File: src/hw/rtl/fpt_pkg.sv
// shared types and constants of the frame pattern trigger
package fpt_pkg;

  localparam int unsigned FPT_MAX_PATTERN = 8;
  localparam int unsigned FPT_CFG_DW      = 64;
  localparam int unsigned FPT_CFG_IW      = 3;
  localparam int unsigned FPT_IFACE_W     = 3;
  localparam int unsigned FPT_POS_W       = 16;
  localparam int unsigned FPT_CNT_W       = 32;

  typedef enum logic [1:0] {
    REQ_BYTE    = 2'd0,
    REQ_SERVICE = 2'd1,
    REQ_ARM     = 2'd2,
    REQ_DISARM  = 2'd3
  } fpt_req_t;

  typedef enum logic [FPT_CFG_IW-1:0] {
    CFG_WATCH_IFACE   = 3'd0,
    CFG_PATTERN_BYTES = 3'd1,
    CFG_PAT_LEN       = 3'd2,
    CFG_START_IDX     = 3'd3,
    CFG_AUTO_DISARM   = 3'd4,
    CFG_INJ_IFACE     = 3'd5,
    CFG_INJECT_ADDR   = 3'd6
  } fpt_cfg_idx_t;

  // frame status of the byte being processed
  typedef struct packed {
    logic frame_end;
    logic frame_hit;
  } fpt_frame_t;

endpackage

File: src/hw/rtl/fpt_match.sv
// byte window, frame position and per-frame pattern hit tracking
module fpt_match import fpt_pkg::*; #(
  parameter int unsigned MAX_PATTERN = FPT_MAX_PATTERN
) (
  input  logic                  clk,
  input  logic                  rst_n,
  input  logic                  byte_step,
  input  logic [7:0]            data_byte,
  input  logic                  frame_last,
  input  logic [FPT_CFG_DW-1:0] pattern_bytes,
  input  logic [3:0]            pat_len,
  input  logic [FPT_POS_W-1:0]  start_idx,
  output fpt_frame_t            frame_o
);

  localparam int unsigned WIN_W = 8 * MAX_PATTERN;

  logic [WIN_W-1:0]       window_r;
  logic [FPT_POS_W-1:0]   pos_r;
  logic                   hit_r;

  logic [WIN_W-1:0]       window_nxt;
  logic [3:0]             eff_len;
  logic [MAX_PATTERN-1:0] lane_ok;
  logic [FPT_POS_W:0]     target;
  logic                   slide_ok;
  logic                   anchor_ok;
  logic                   byte_hit;
  logic                   hit_nxt;

  always_comb begin
    window_nxt = WIN_W'({window_r, data_byte});
    eff_len    = (pat_len > 4'(MAX_PATTERN)) ? 4'(MAX_PATTERN) : pat_len;
    for (int i = 0; i < MAX_PATTERN; i++) begin
      // lanes above the pattern length are don't-care
      lane_ok[i] = (4'(i) >= eff_len) ||
                   (window_nxt[8*i +: 8] == pattern_bytes[8*i +: 8]);
    end
    slide_ok  = ({1'b0, pos_r} + 17'd1) >= 17'(eff_len);
    target    = 17'(start_idx) + 17'(eff_len) - 17'd1;
    anchor_ok = (target < 17'd65535) && (17'(pos_r) == target);
    byte_hit  = (eff_len != 4'd0) && (&lane_ok) &&
                ((start_idx == '0) ? slide_ok : anchor_ok);
    hit_nxt   = hit_r | byte_hit;
    frame_o.frame_end = frame_last;
    frame_o.frame_hit = hit_nxt;
  end

  always_ff @(posedge clk) begin
    if (!rst_n) begin
      window_r <= '0;
      pos_r    <= '0;
      hit_r    <= 1'b0;
    end else if (byte_step) begin
      if (frame_last) begin
        window_r <= '0;
        pos_r    <= '0;
        hit_r    <= 1'b0;
      end else begin
        window_r <= window_nxt;
        hit_r    <= hit_nxt;
        // position saturates on very long frames
        if (pos_r != '1) begin
          pos_r <= pos_r + 16'd1;
        end
      end
    end
  end

endmodule

File: src/hw/rtl/fpt_trig.sv
// arm, pending and fire-count control with the result register
module fpt_trig import fpt_pkg::*; (
  input  logic                   clk,
  input  logic                   rst_n,
  input  logic                   step,
  input  fpt_req_t               req,
  input  logic [FPT_IFACE_W-1:0] frame_iface,
  input  fpt_frame_t             frame_i,
  input  logic [FPT_IFACE_W-1:0] watch_iface,
  input  logic [3:0]             pat_len,
  input  logic                   auto_disarm,
  input  logic [FPT_IFACE_W-1:0] inj_iface,
  input  logic [FPT_POS_W-1:0]   inject_addr,
  input  logic                   out_ready,
  output logic                   out_valid,
  output logic                   out_fire,
  output logic [FPT_IFACE_W-1:0] out_fire_iface,
  output logic [FPT_POS_W-1:0]   out_fire_addr,
  output logic                   out_armed_now,
  output logic                   out_pending_now,
  output logic [FPT_CNT_W-1:0]   out_match_total
);

  logic                 armed_r, armed_nxt;
  logic                 pending_r, pending_nxt;
  logic [FPT_CNT_W-1:0] count_r, count_nxt;
  logic                 fire;
  logic                 out_valid_r, out_valid_nxt;

  logic                   fire_r;
  logic [FPT_IFACE_W-1:0] fire_iface_r;
  logic [FPT_POS_W-1:0]   fire_addr_r;

  always_comb begin
    armed_nxt   = armed_r;
    pending_nxt = pending_r;
    count_nxt   = count_r;
    fire        = 1'b0;
    case (req)
      REQ_BYTE: begin
        if (frame_i.frame_end && armed_r && !pending_r &&
            (frame_iface == watch_iface) && frame_i.frame_hit) begin
          pending_nxt = 1'b1;
        end
      end
      REQ_SERVICE: begin
        if (pending_r) begin
          pending_nxt = 1'b0;
          fire        = 1'b1;
          if (count_r != '1) begin
            count_nxt = count_r + 32'd1;
          end
          if (auto_disarm) begin
            armed_nxt = 1'b0;
          end
        end
      end
      REQ_ARM: begin
        if (pat_len != 4'd0) begin
          armed_nxt   = 1'b1;
          pending_nxt = 1'b0;
        end
      end
      REQ_DISARM: begin
        armed_nxt   = 1'b0;
        pending_nxt = 1'b0;
      end
      default: begin
      end
    endcase

    if (step) begin
      out_valid_nxt = 1'b1;
    end else if (out_ready) begin
      out_valid_nxt = 1'b0;
    end else begin
      out_valid_nxt = out_valid_r;
    end
  end

  always_ff @(posedge clk) begin
    if (!rst_n) begin
      armed_r     <= 1'b0;
      pending_r   <= 1'b0;
      count_r     <= '0;
      out_valid_r <= 1'b0;
    end else begin
      out_valid_r <= out_valid_nxt;
      if (step) begin
        armed_r   <= armed_nxt;
        pending_r <= pending_nxt;
        count_r   <= count_nxt;
      end
    end
  end

  always_ff @(posedge clk) begin
    if (step) begin
      fire_r       <= fire;
      fire_iface_r <= fire ? inj_iface : '0;
      fire_addr_r  <= fire ? inject_addr : '0;
    end
  end

  assign out_valid       = out_valid_r;
  assign out_fire        = fire_r;
  assign out_fire_iface  = fire_iface_r;
  assign out_fire_addr   = fire_addr_r;
  assign out_armed_now   = armed_r;
  assign out_pending_now = pending_r;
  assign out_match_total = count_r;

endmodule

File: src/hw/rtl/frame_pattern_trigger_core.sv
// top level of the frame pattern trigger
// Usage: items enter on the in_ channel (valid/ready); req_type selects a frame
// byte, a service tick, arm or disarm. Every item gives exactly one result on
// the out_ channel (valid/ready) carrying fire, the fire command fields, the
// armed and pending status after the item and the saturating fire count.
// Registers are written through cfg_wr_en/cfg_index/cfg_wdata; the user must
// write them only while no item is in flight, as the block does not enforce
// it; indexes beyond the list are ignored. An item passes through the input
// register, then the result register. Throughput is one item per cycle while
// the receiver takes results; the pattern compare over the byte window is one
// parallel stage. When the receiver stalls, the result holds and one more item
// may sit in the input register; in_ready drops only when both registers are
// full. Reset (rst_n low, synchronous) clears the state registers to zero:
// disarmed, nothing pending, count zero, window and frame position cleared.
module frame_pattern_trigger_core import fpt_pkg::*; #(
  parameter int unsigned MAX_PATTERN = FPT_MAX_PATTERN
) (
  input  logic                   clk,
  input  logic                   rst_n,
  input  logic                   cfg_wr_en,
  input  logic [FPT_CFG_IW-1:0]  cfg_index,
  input  logic [FPT_CFG_DW-1:0]  cfg_wdata,
  input  logic                   in_valid,
  output logic                   in_ready,
  input  logic [1:0]             in_req_type,
  input  logic [7:0]             in_data_byte,
  input  logic [FPT_IFACE_W-1:0] in_frame_iface,
  input  logic                   in_frame_last,
  output logic                   out_valid,
  input  logic                   out_ready,
  output logic                   out_fire,
  output logic [FPT_IFACE_W-1:0] out_fire_iface,
  output logic [FPT_POS_W-1:0]   out_fire_addr,
  output logic                   out_armed_now,
  output logic                   out_pending_now,
  output logic [FPT_CNT_W-1:0]   out_match_total
);

  logic [FPT_IFACE_W-1:0] watch_iface_r;
  logic [FPT_CFG_DW-1:0]  pattern_bytes_r;
  logic [3:0]             pat_len_r;
  logic [FPT_POS_W-1:0]   start_idx_r;
  logic                   auto_disarm_r;
  logic [FPT_IFACE_W-1:0] inj_iface_r;
  logic [FPT_POS_W-1:0]   inject_addr_r;

  logic                   s1_valid_r, s1_valid_nxt;
  fpt_req_t               s1_req_r;
  logic [7:0]             s1_byte_r;
  logic [FPT_IFACE_W-1:0] s1_iface_r;
  logic                   s1_last_r;

  logic       advance;
  logic       in_xfer;
  logic       step;
  logic       byte_step;
  fpt_frame_t frame;

  always_ff @(posedge clk) begin
    if (!rst_n) begin
      watch_iface_r   <= '0;
      pattern_bytes_r <= '0;
      pat_len_r       <= '0;
      start_idx_r     <= '0;
      auto_disarm_r   <= 1'b0;
      inj_iface_r     <= '0;
      inject_addr_r   <= '0;
    end else if (cfg_wr_en) begin
      case (fpt_cfg_idx_t'(cfg_index))
        CFG_WATCH_IFACE:   watch_iface_r   <= cfg_wdata[FPT_IFACE_W-1:0];
        CFG_PATTERN_BYTES: pattern_bytes_r <= cfg_wdata;
        CFG_PAT_LEN:       pat_len_r       <= cfg_wdata[3:0];
        CFG_START_IDX:     start_idx_r     <= cfg_wdata[FPT_POS_W-1:0];
        CFG_AUTO_DISARM:   auto_disarm_r   <= cfg_wdata[0];
        CFG_INJ_IFACE:     inj_iface_r     <= cfg_wdata[FPT_IFACE_W-1:0];
        CFG_INJECT_ADDR:   inject_addr_r   <= cfg_wdata[FPT_POS_W-1:0];
        default: begin
        end
      endcase
    end
  end

  // input stage moves on whenever the result register is free or being taken
  assign advance   = !out_valid || out_ready;
  assign in_ready  = !s1_valid_r || advance;
  assign in_xfer   = in_valid && in_ready;
  assign step      = s1_valid_r && advance;
  assign byte_step = step && (s1_req_r == REQ_BYTE);

  always_comb begin
    if (in_xfer) begin
      s1_valid_nxt = 1'b1;
    end else if (advance) begin
      s1_valid_nxt = 1'b0;
    end else begin
      s1_valid_nxt = s1_valid_r;
    end
  end

  always_ff @(posedge clk) begin
    if (!rst_n) begin
      s1_valid_r <= 1'b0;
    end else begin
      s1_valid_r <= s1_valid_nxt;
    end
  end

  always_ff @(posedge clk) begin
    if (in_xfer) begin
      s1_req_r   <= fpt_req_t'(in_req_type);
      s1_byte_r  <= in_data_byte;
      s1_iface_r <= in_frame_iface;
      s1_last_r  <= in_frame_last;
    end
  end

  fpt_match #(
    .MAX_PATTERN (MAX_PATTERN)
  ) u_match (
    .clk           (clk),
    .rst_n         (rst_n),
    .byte_step     (byte_step),
    .data_byte     (s1_byte_r),
    .frame_last    (s1_last_r),
    .pattern_bytes (pattern_bytes_r),
    .pat_len       (pat_len_r),
    .start_idx     (start_idx_r),
    .frame_o       (frame)
  );

  fpt_trig u_trig (
    .clk             (clk),
    .rst_n           (rst_n),
    .step            (step),
    .req             (s1_req_r),
    .frame_iface     (s1_iface_r),
    .frame_i         (frame),
    .watch_iface     (watch_iface_r),
    .pat_len         (pat_len_r),
    .auto_disarm     (auto_disarm_r),
    .inj_iface       (inj_iface_r),
    .inject_addr     (inject_addr_r),
    .out_ready       (out_ready),
    .out_valid       (out_valid),
    .out_fire        (out_fire),
    .out_fire_iface  (out_fire_iface),
    .out_fire_addr   (out_fire_addr),
    .out_armed_now   (out_armed_now),
    .out_pending_now (out_pending_now),
    .out_match_total (out_match_total)
  );

endmodule

File: config.mk
export PLATFORM = sky130hd
export DESIGN_NAME = frame_pattern_trigger_core
export DESIGN_NICKNAME = d
export VERILOG_FILES = /design/src/hw/rtl/fpt_pkg.sv /design/src/hw/rtl/fpt_match.sv /design/src/hw/rtl/fpt_trig.sv /design/src/hw/rtl/frame_pattern_trigger_core.sv
export SDC_FILE = /design/constraint.sdc
export NUM_CORES = 1
export LEC_CHECK = 0
export BUFFER_PORTS_ARGS = -buffer_cell sky130_fd_sc_hd__buf_2
export CORE_MARGIN = 3
export CORE_UTILIZATION = 52
export DETAILED_ROUTE_END_ITERATION = 8
export PLACE_DENSITY = 0.72
export SYNTH_ARGS = -nofsm -noshare
export SYNTH_HDL_FRONTEND = slang
export SYNTH_SLANG_ARGS = --single-unit
File: constraint.sdc
create_clock -name clk -period 6.2 [get_ports clk]
set_clock_uncertainty 0.05 [all_clocks]
set_input_delay 0.31 -clock clk [delete_from_list [all_inputs] [get_ports clk]]
set_output_delay 0.31 -clock clk [all_outputs]
set_load 0.01 [all_outputs]
==> qor.csv, run 1 <==
stage,metric,value,unit
logic_synthesis,async_flop_share,0,
timing,finalSetupViolCount,0,
route,dr.pass1.iters,7,
logic_synthesis,synth-compound-area-share,0.133,
pwr,vdd_drop_max,0.000185,V
logic_synthesis,synth_simple_gate_area_frac,0.249,
pwr,power.switching,0.819,mW
timing,drv_slew,0,
route,totalWireLength,30.2,mm
route,avgRoutedWirePerCell,16.4,microns
logic_synthesis,syn_nets,1512,
logic_synthesis,synth_edf_count,34,
die,std_cell_rows,55,
logic_synthesis,ys_seq_elements,250,
pwr,combPwrFrac,0.085,
timing,layout_min_cycle_time,3.84,ns
route,ant_nets,0,
hold_path,min_path_type,input pin to flip-flop,
logic_synthesis,yosysWarnings,0,
die,core_area,22700,sq um
hold_path,min_path_cells,3,
hold_path,hold_start,cfg_wdata[51],
place,port_buffers,141,
critical_path,cp-start-kind,flip-flop,
cells_and_area,diodes,0,
logic_synthesis,syn_avg_cell_area,8.67,sq um
logic_synthesis,synthTopCellsByArea,"dfxtp_1 36%, edfxtp_1 8.4%, nand2_1 7.1%",
cts,cts_buffers,27,
timing,timing.hold.ws,0.0136,ns
pwr,intPower,2.78,mW
grt,grt_pass1_wl,48.5,mm
cts,ctsHtreeMaxLevel,1,
cts,cts.clk_slew.worst_paths,0.06,ns
logic_synthesis,netlist.area_leader.share,0.358,
die,start_util,0.532,
grt,grt_pass1_vias,9636,
route,drc,0,
logic_synthesis,netlist_instances,1394,
timing,slew-limit-headroom,0.158,
grt,grt_start_max_net_pins,113,
logic_synthesis,synth_top_family_by_area,simple AND/OR/NAND/NOR gates,
route,avgViaCountPerCell,5.56,
outcome,status,"complete, no violations",
timing,finalHoldViolCount,0,
logic_synthesis,synth_top_area_cell,dfxtp_1,
route,drt_iter0_drc,710,
timing,rsz0062_at_grt,no,
pwr,p_seq_frac,0.467,
cts,cts_tree,yes,
pwr,power.density,251,nW/um^2
critical_path,r2r-start,pat_len_r[3],
flow_run,drv_cap,0,
cts,clock_tree.buffer_depth,3,
pwr,switching_share,0.227,
cells_and_area,syn_to_final_growth,18.6,%
critical_path,crit_arrival,4.23,ns
timing,finalCritPeriodShare,0.619,
grt,grt_antenna_before_repair,1,
logic_synthesis,synth_common_cells,"230 x nand2_1, 216 x dfxtp_1, 131 x a21oi_1",
critical_path,reg2regPathDepth,16,
cts,post_cts_buffers,0,
critical_path,cp.required,6.59,ns
place,hpwlAfterDp,20.3,mm
critical_path,worstSetupPathType,flip-flop to flip-flop,
logic_synthesis,ys.flop_type,dfxtp_1,
die,ios,142,
pwr,power_leakage,5.66,nW
die,dieHeight,158,microns
critical_path,end_kind,flip-flop,
logic_synthesis,yosysMostFrequentCell,nand2_1,
die,die_area,25100,sq um
logic_synthesis,synth_cell_types,70,
logic_synthesis,synthMuxAreaShare,0.00911,
cts,cts_sinks,250,
pwr,p_clk_frac,0.448,
cells_and_area,drive_gt1_frac,0.133,
cts,clock_latency,0.52,ns
critical_path,crit_path_max_fanout,6,
cells_and_area,nNetsFinal,1662,
logic_synthesis,ys_seq_area_frac,0.442,
timing,tightest_slew,1.25,ns
route,vias,10300,
timing,setup_tns,0,ns
die,die_w,158,microns
grt,track_usage,0.235,
logic_synthesis,synthAdderAreaFrac,0.0338,
logic_synthesis,synth_area,12100,sq um
cts,cts-root-buf,clkbuf_16,
grt,gr-total-overflow,0,
place,place_congestion,0.913,
timing,fmax,260,MHz
logic_synthesis,synth_xor_xnor_area_share,0.0962,
critical_path,crit_start,pat_len_r[3],
critical path, cell delays in order (launching register included):
cell	delay [ns]
dfxtp_1	0.34
inv_1	0.17
nand2_1	0.11
ha_1	0.28
inv_1	0.06
ha_1	0.23
inv_1	0.07
fa_1	0.41
xnor2_1	0.25
xnor2_1	0.14
nand4_1	0.11
a2111oi_0	0.30
o2111ai_1	0.17
nor3_1	0.21
nand4_1	0.12
or4_4	0.56
a211oi_2	0.18
sequential cells by signal, indices dropped and copies added, names as in the netlist, 2 cells and up:
register                cells
watch_iface_r               3
start_idx_r                16
inj_iface_r                 3
pattern_bytes_r            64
u_match.pos_r              16
s1_iface_r                  3
s1_req_r                    2
u_match.window_r           56
u_trig.out_match_total     32
s1_byte_r                   8
inject_addr_r              16
u_trig.out_fire_iface       3
u_trig.out_fire_addr       16
pat_len_r                   4
power by group through the flow:
stage	combinational, mW	clock (mW)	sequential (mW)
after global placement	0.273	0	1.72
after floorplan	0.187	0	1.72
final	0.305	1.61	1.68
after global routing	0.335	1.71	1.69
after detailed placement	0.276	0	1.72
after CTS	0.302	1.64	1.68
final timing paths:
check,to,slack [ns]
max,u_match.hit_r,2.36
min reg2reg,inject_addr_r[4],0.40
min,pattern_bytes_r[51],0.01
max reg2reg,u_match.hit_r,2.36
area by class of cell:
| class | instances | area (sq um) |
|---|---|---|
| tap | 285 | 357 |
| multi-input combinational | 1029 | 6310 |
| clock buffer | 41 | 811 |
| clock inverter | 8 | 91.3 |
| fill | 1950 | 8380 |
| inverter | 35 | 133 |
| timing repair buffer | 201 | 1290 |
| sequential | 250 | 5350 |
repair_timing:
action,CTS,global route
hold buffers,52,0
resized for setup,0,0
endpoints found under the hold margin,52,0
through the flow:
| stage | cells | cell area, sq um | setup slack, ns | utilization | power (mW) |
|---|---|---|---|---|---|
| after global routing | 1849 | 14300 | 2.10 | 0.631 | 3.73 |
| after global placement | 1748 | 12900 | 2.47 | 0.568 | 1.99 |
| final | 1849 | 14300 | 2.36 | 0.631 | 3.60 |
| after detailed placement | 1748 | 12900 | 2.40 | 0.568 | 1.99 |
| after floorplan | 1394 | 12100 | 2.74 | - | 1.90 |
| after CTS | 1849 | 14300 | 2.38 | 0.631 | 3.62 |
layout by cell type (no fill, tap or decap), drive strengths merged, types with 3 or more instances in the layout:
| cell type | count |
|---|---|
| a2111oi | 4 |
| a211oi | 7 |
| a21boi | 52 |
| a21o | 5 |
| a21oi | 131 |
| a31oi | 6 |
| and2 | 54 |
| and3 | 7 |
| and4 | 5 |
| buf | 149 |
| clkbuf | 41 |
| clkinv | 7 |
| dfxtp | 216 |
| dlygate4sd3 | 52 |
| edfxtp | 34 |
| ha | 31 |
| inv | 34 |
| mux2i | 11 |
| nand2 | 230 |
| nand2b | 5 |
| nand3 | 33 |
| nand3b | 8 |
| nand4 | 26 |
| nand4b | 3 |
| nor2 | 103 |
| nor2b | 16 |
| nor3 | 23 |
| nor3b | 58 |
| nor4 | 16 |
| o21ai | 26 |
| o41ai | 4 |
| or3 | 6 |
| xnor2 | 68 |
| xnor3 | 3 |
| xor2 | 57 |
per-layer routing:
metal / share of wire / track usage / vias to the layer above
met4: 0.022 / 0.0676 / 2
li1: - / - / 5065
met1: 0.44 / 0.316 / 4897
met2: 0.49 / 0.398 / 260
met3: 0.049 / 0.0313 / 54
met5: 0.00043 / 0 / -
cells by family (layout without fill, tap and decap cells):
family | count (synthesis) | in the layout
AO/OA/AOI/OAI | 256 | 256
XOR/XNOR | 128 | 128
adder cells (fa/ha/maj) | 32 | 32
buffers and inverters | 115 | 285
flip-flops | 250 | 250
multiplexers | 11 | 11
AND/OR/NAND/NOR | 602 | 602
No activity file was read; power rests on OpenSTA's default activity.
==> inputs of run 2 (changes only) <==
Clock period 6.2 ns to 4 ns, I/O delays scaled along.
==> run 2 against run 1 <==
Routed wire length increased by 1.5%. Clock power is 71% higher. Fmax increased by 1.8%. Critical path depth is the same. Global-route usage grew 0.45 points. Worst hold slack improved by 0.090 ns. Via count decreased by 0.39%. First-iteration DRC count increased by 0.99%. Critical endpoint unchanged. Largest cell class unchanged.
==> qor.csv, run 2 (synthesis results as in run 1) <==
stage,metric,value,unit,change
cts,cts_sinks,250,,unchanged
pwr,p_seq_frac,0.446,,was 0.467
die,die_w,158,microns,unchanged
hold_path,min_path_type,input pin to flip-flop,,unchanged
pwr,combPwrFrac,0.086,,was 0.085
place,post-place-ws,0.115,ns,was 2.40 ns
die,start_util,0.532,,unchanged
route,ant_nets,0,,unchanged
pwr,power.density,396,nW/um^2,was 251 nW/um^2
grt,grt_start_max_net_pins,117,,was 113
timing,setup_ws,0.229,ns,was 2.36 ns
cells_and_area,layout_commonest_cell,nand2_1,,unchanged
pwr,p_clk_frac,0.469,,was 0.448
critical_path,cp-start-kind,flip-flop,,unchanged
cts,cts_buffers,27,,unchanged
critical_path,worstSetupPathType,flip-flop to flip-flop,,unchanged
die,ios,142,,unchanged
grt,grt_pass1_vias,9790,,was 9636
place,place_congestion,0.880,,was 0.913
cells_and_area,nNetsFinal,1698,,was 1662
cells_and_area,largest_register_ffs,64,,unchanged
grt,grt_antenna_before_repair,0,,was 1
route,drt_iter0_drc,717,,was 710
grt,grt_pass1_wl,49.3,mm,was 48.5 mm
cells_and_area,num-fill-cells,1847,,was 1950
cts,cts.clk_slew.worst_paths,0.06,ns,about the same
timing,layout_min_cycle_time,3.77,ns,was 3.84 ns
route,vias,10200,,was 10300
critical_path,crit_arrival,4.17,ns,was 4.23 ns
outcome,status,"complete, no violations",,unchanged
cells_and_area,final_cell_mix,"228 x nand2_1, 216 x dfxtp_1, 141 x buf_2, 131 x a21oi_1, 103 x nor2_1",,unchanged
timing,finalSetupViolCount,0,,unchanged
cts,clock_latency,0.53,ns,was 0.52 ns
critical_path,end_kind,flip-flop,,unchanged
cts,cts_tree,yes,,unchanged
timing,setup_tns,0,ns,unchanged
cells_and_area,syn_to_final_growth,22.4,%,was 18.6%
timing,fmax,265,MHz,was 260 MHz
timing,drv_slew,0,,unchanged
route,drc,0,,unchanged
die,die_area,25100,sq um,unchanged
flow_run,drv_cap,0,,unchanged
timing,finalCritPeriodShare,0.943,,was 0.619
cts,clock_tree.buffer_depth,3,,unchanged
pwr,vdd_drop_max,0.000332,V,was 0.000185 V
die,dieHeight,158,microns,unchanged
critical_path,cp.required,4.40,ns,was 6.59 ns
route,dr.pass1.iters,5,,was 7
cells_and_area,multi_input_area,6340,sq um,was 6310 sq um
grt,gr-total-overflow,0,,unchanged
cells_and_area,drive_gt1_frac,0.142,,was 0.133
timing,tightest_slew,1.10,ns,was 1.25 ns
cts,ctsHtreeMaxLevel,1,,unchanged
pwr,switching_share,0.228,,was 0.227
pwr,p_total,5.86,mW,was 3.60 mW
pwr,intPower,4.52,mW,was 2.78 mW
route,avgRoutedWirePerCell,16.3,microns,was 16.4 microns
timing,finalHoldViolCount,0,,unchanged
cts,post_cts_buffers,0,,unchanged
cells_and_area,stdcell_count,1888,,was 1849
place,placed_area,13000,sq um,was 12900 sq um
pwr,power_leakage,5.87,nW,was 5.66 nW
grt,track_usage,0.240,,was 0.235
place,dp.cells,1756,,was 1748
place,port_buffers,141,,unchanged
cells_and_area,regMostFlops,pattern_bytes_r,,unchanged
cells_and_area,design_area,14800,sq um,was 14300 sq um
cells_and_area,seq_area,5350,sq um,unchanged
cts,cts-root-buf,clkbuf_16,,unchanged
route,totalWireLength,30.7,mm,was 30.2 mm
place,hpwlAfterDp,20.2,mm,was 20.3 mm
route,avgViaCountPerCell,5.42,,was 5.56
pwr,power.switching,1.33,mW,was 0.819 mW
timing,rsz0062_at_grt,no,,unchanged
timing,slew-limit-headroom,0.265,,was 0.158
die,core_area,22700,sq um,unchanged
die,std_cell_rows,55,,unchanged
cells_and_area,final_core_util,0.651,,was 0.631
timing,timing.hold.ws,0.104,ns,was 0.0136 ns
critical_path,crit_path_max_fanout,7,,was 6
run 2: cell count changes in the layout (fill, tap and decap cells not counted), moves of 3 or more:
cell | before | now
dlygate4sd3_1 | 52 | 80
buf_4 | 8 | 16
clkinv_1 | 2 | 5
clkinv_2 | 4 | 7
bufinv_16 | 2 | 7
clkbuf_1 | 8 | 1
clkbuf_8 | 4 | 1
run 2: routing by layer:
layer / part of all wire / global-route usage / vias up / routed length [microns]
met5: 0 / 0 / - / 0
met4: 0.021 / 0.0709 / 0 / 650
met3: 0.049 / 0.0342 / 57 / 1500
met2: 0.48 / 0.405 / 244 / 14900
met1: 0.45 / 0.321 / 4790 / 13700
li1: - / - / 5147 / -
run 2: area by class of cell:
cell class | count | area share
Antenna cell | 2 | 0.000339
Clock buffer | 29 | 0.0469
Clock inverter | 21 | 0.0195
Inverter | 35 | 0.00897
Multi-Input combinational cell | 1029 | 0.429
Sequential cell | 250 | 0.362
Tap cell | 285 | 0.0241
Timing Repair Buffer | 237 | 0.110
run 2: repair_timing:
item / CTS / global route
hold endpoints to repair: 115 / 0
hold buffers: 80 / 0
gates resized for setup: 0 / 7
endpoints found under the setup margin: 0 / 2
run 2: power groups by stage:
stage / clock network, mW / logic (mW) / registers (mW)
after CTS: 2.79 / 0.491 / 2.61
final: 2.75 / 0.503 / 2.61
after global routing: 2.88 / 0.550 / 2.61
after floorplan: 0 / 0.289 / 2.66
after global placement: 0 / 0.426 / 2.66
after detailed placement: 0 / 0.429 / 2.67
run 2: final timing paths:
| check | startpoint | end | depth (start not counted) | slack [ns] |
|---|---|---|---|---|
| worst max-delay path | pat_len_r[3] | u_match.hit_r | 16 | 0.23 |
| worst min-delay path | cfg_index[0] | auto_disarm_r | 4 | 0.10 |
| worst max register to register | pat_len_r[3] | u_match.hit_r | 16 | 0.23 |
| worst min register to register | inject_addr_r[3] | inject_addr_r[3] | 2 | 0.40 |
run 2: critical path, cell delays in order (launching register included):
cell	delay [ns]
dfxtp_1	0.35
inv_2	0.12
nand2_1	0.11
ha_1	0.29
inv_1	0.06
ha_2	0.21
inv_1	0.06
fa_1	0.43
nor2b_1	0.21
o2111ai_1	0.21
nand3_2	0.20
a21oi_1	0.12
a21bo_2	0.23
a21oi_1	0.14
nand4_1	0.15
or4_4	0.57
a211oi_2	0.19
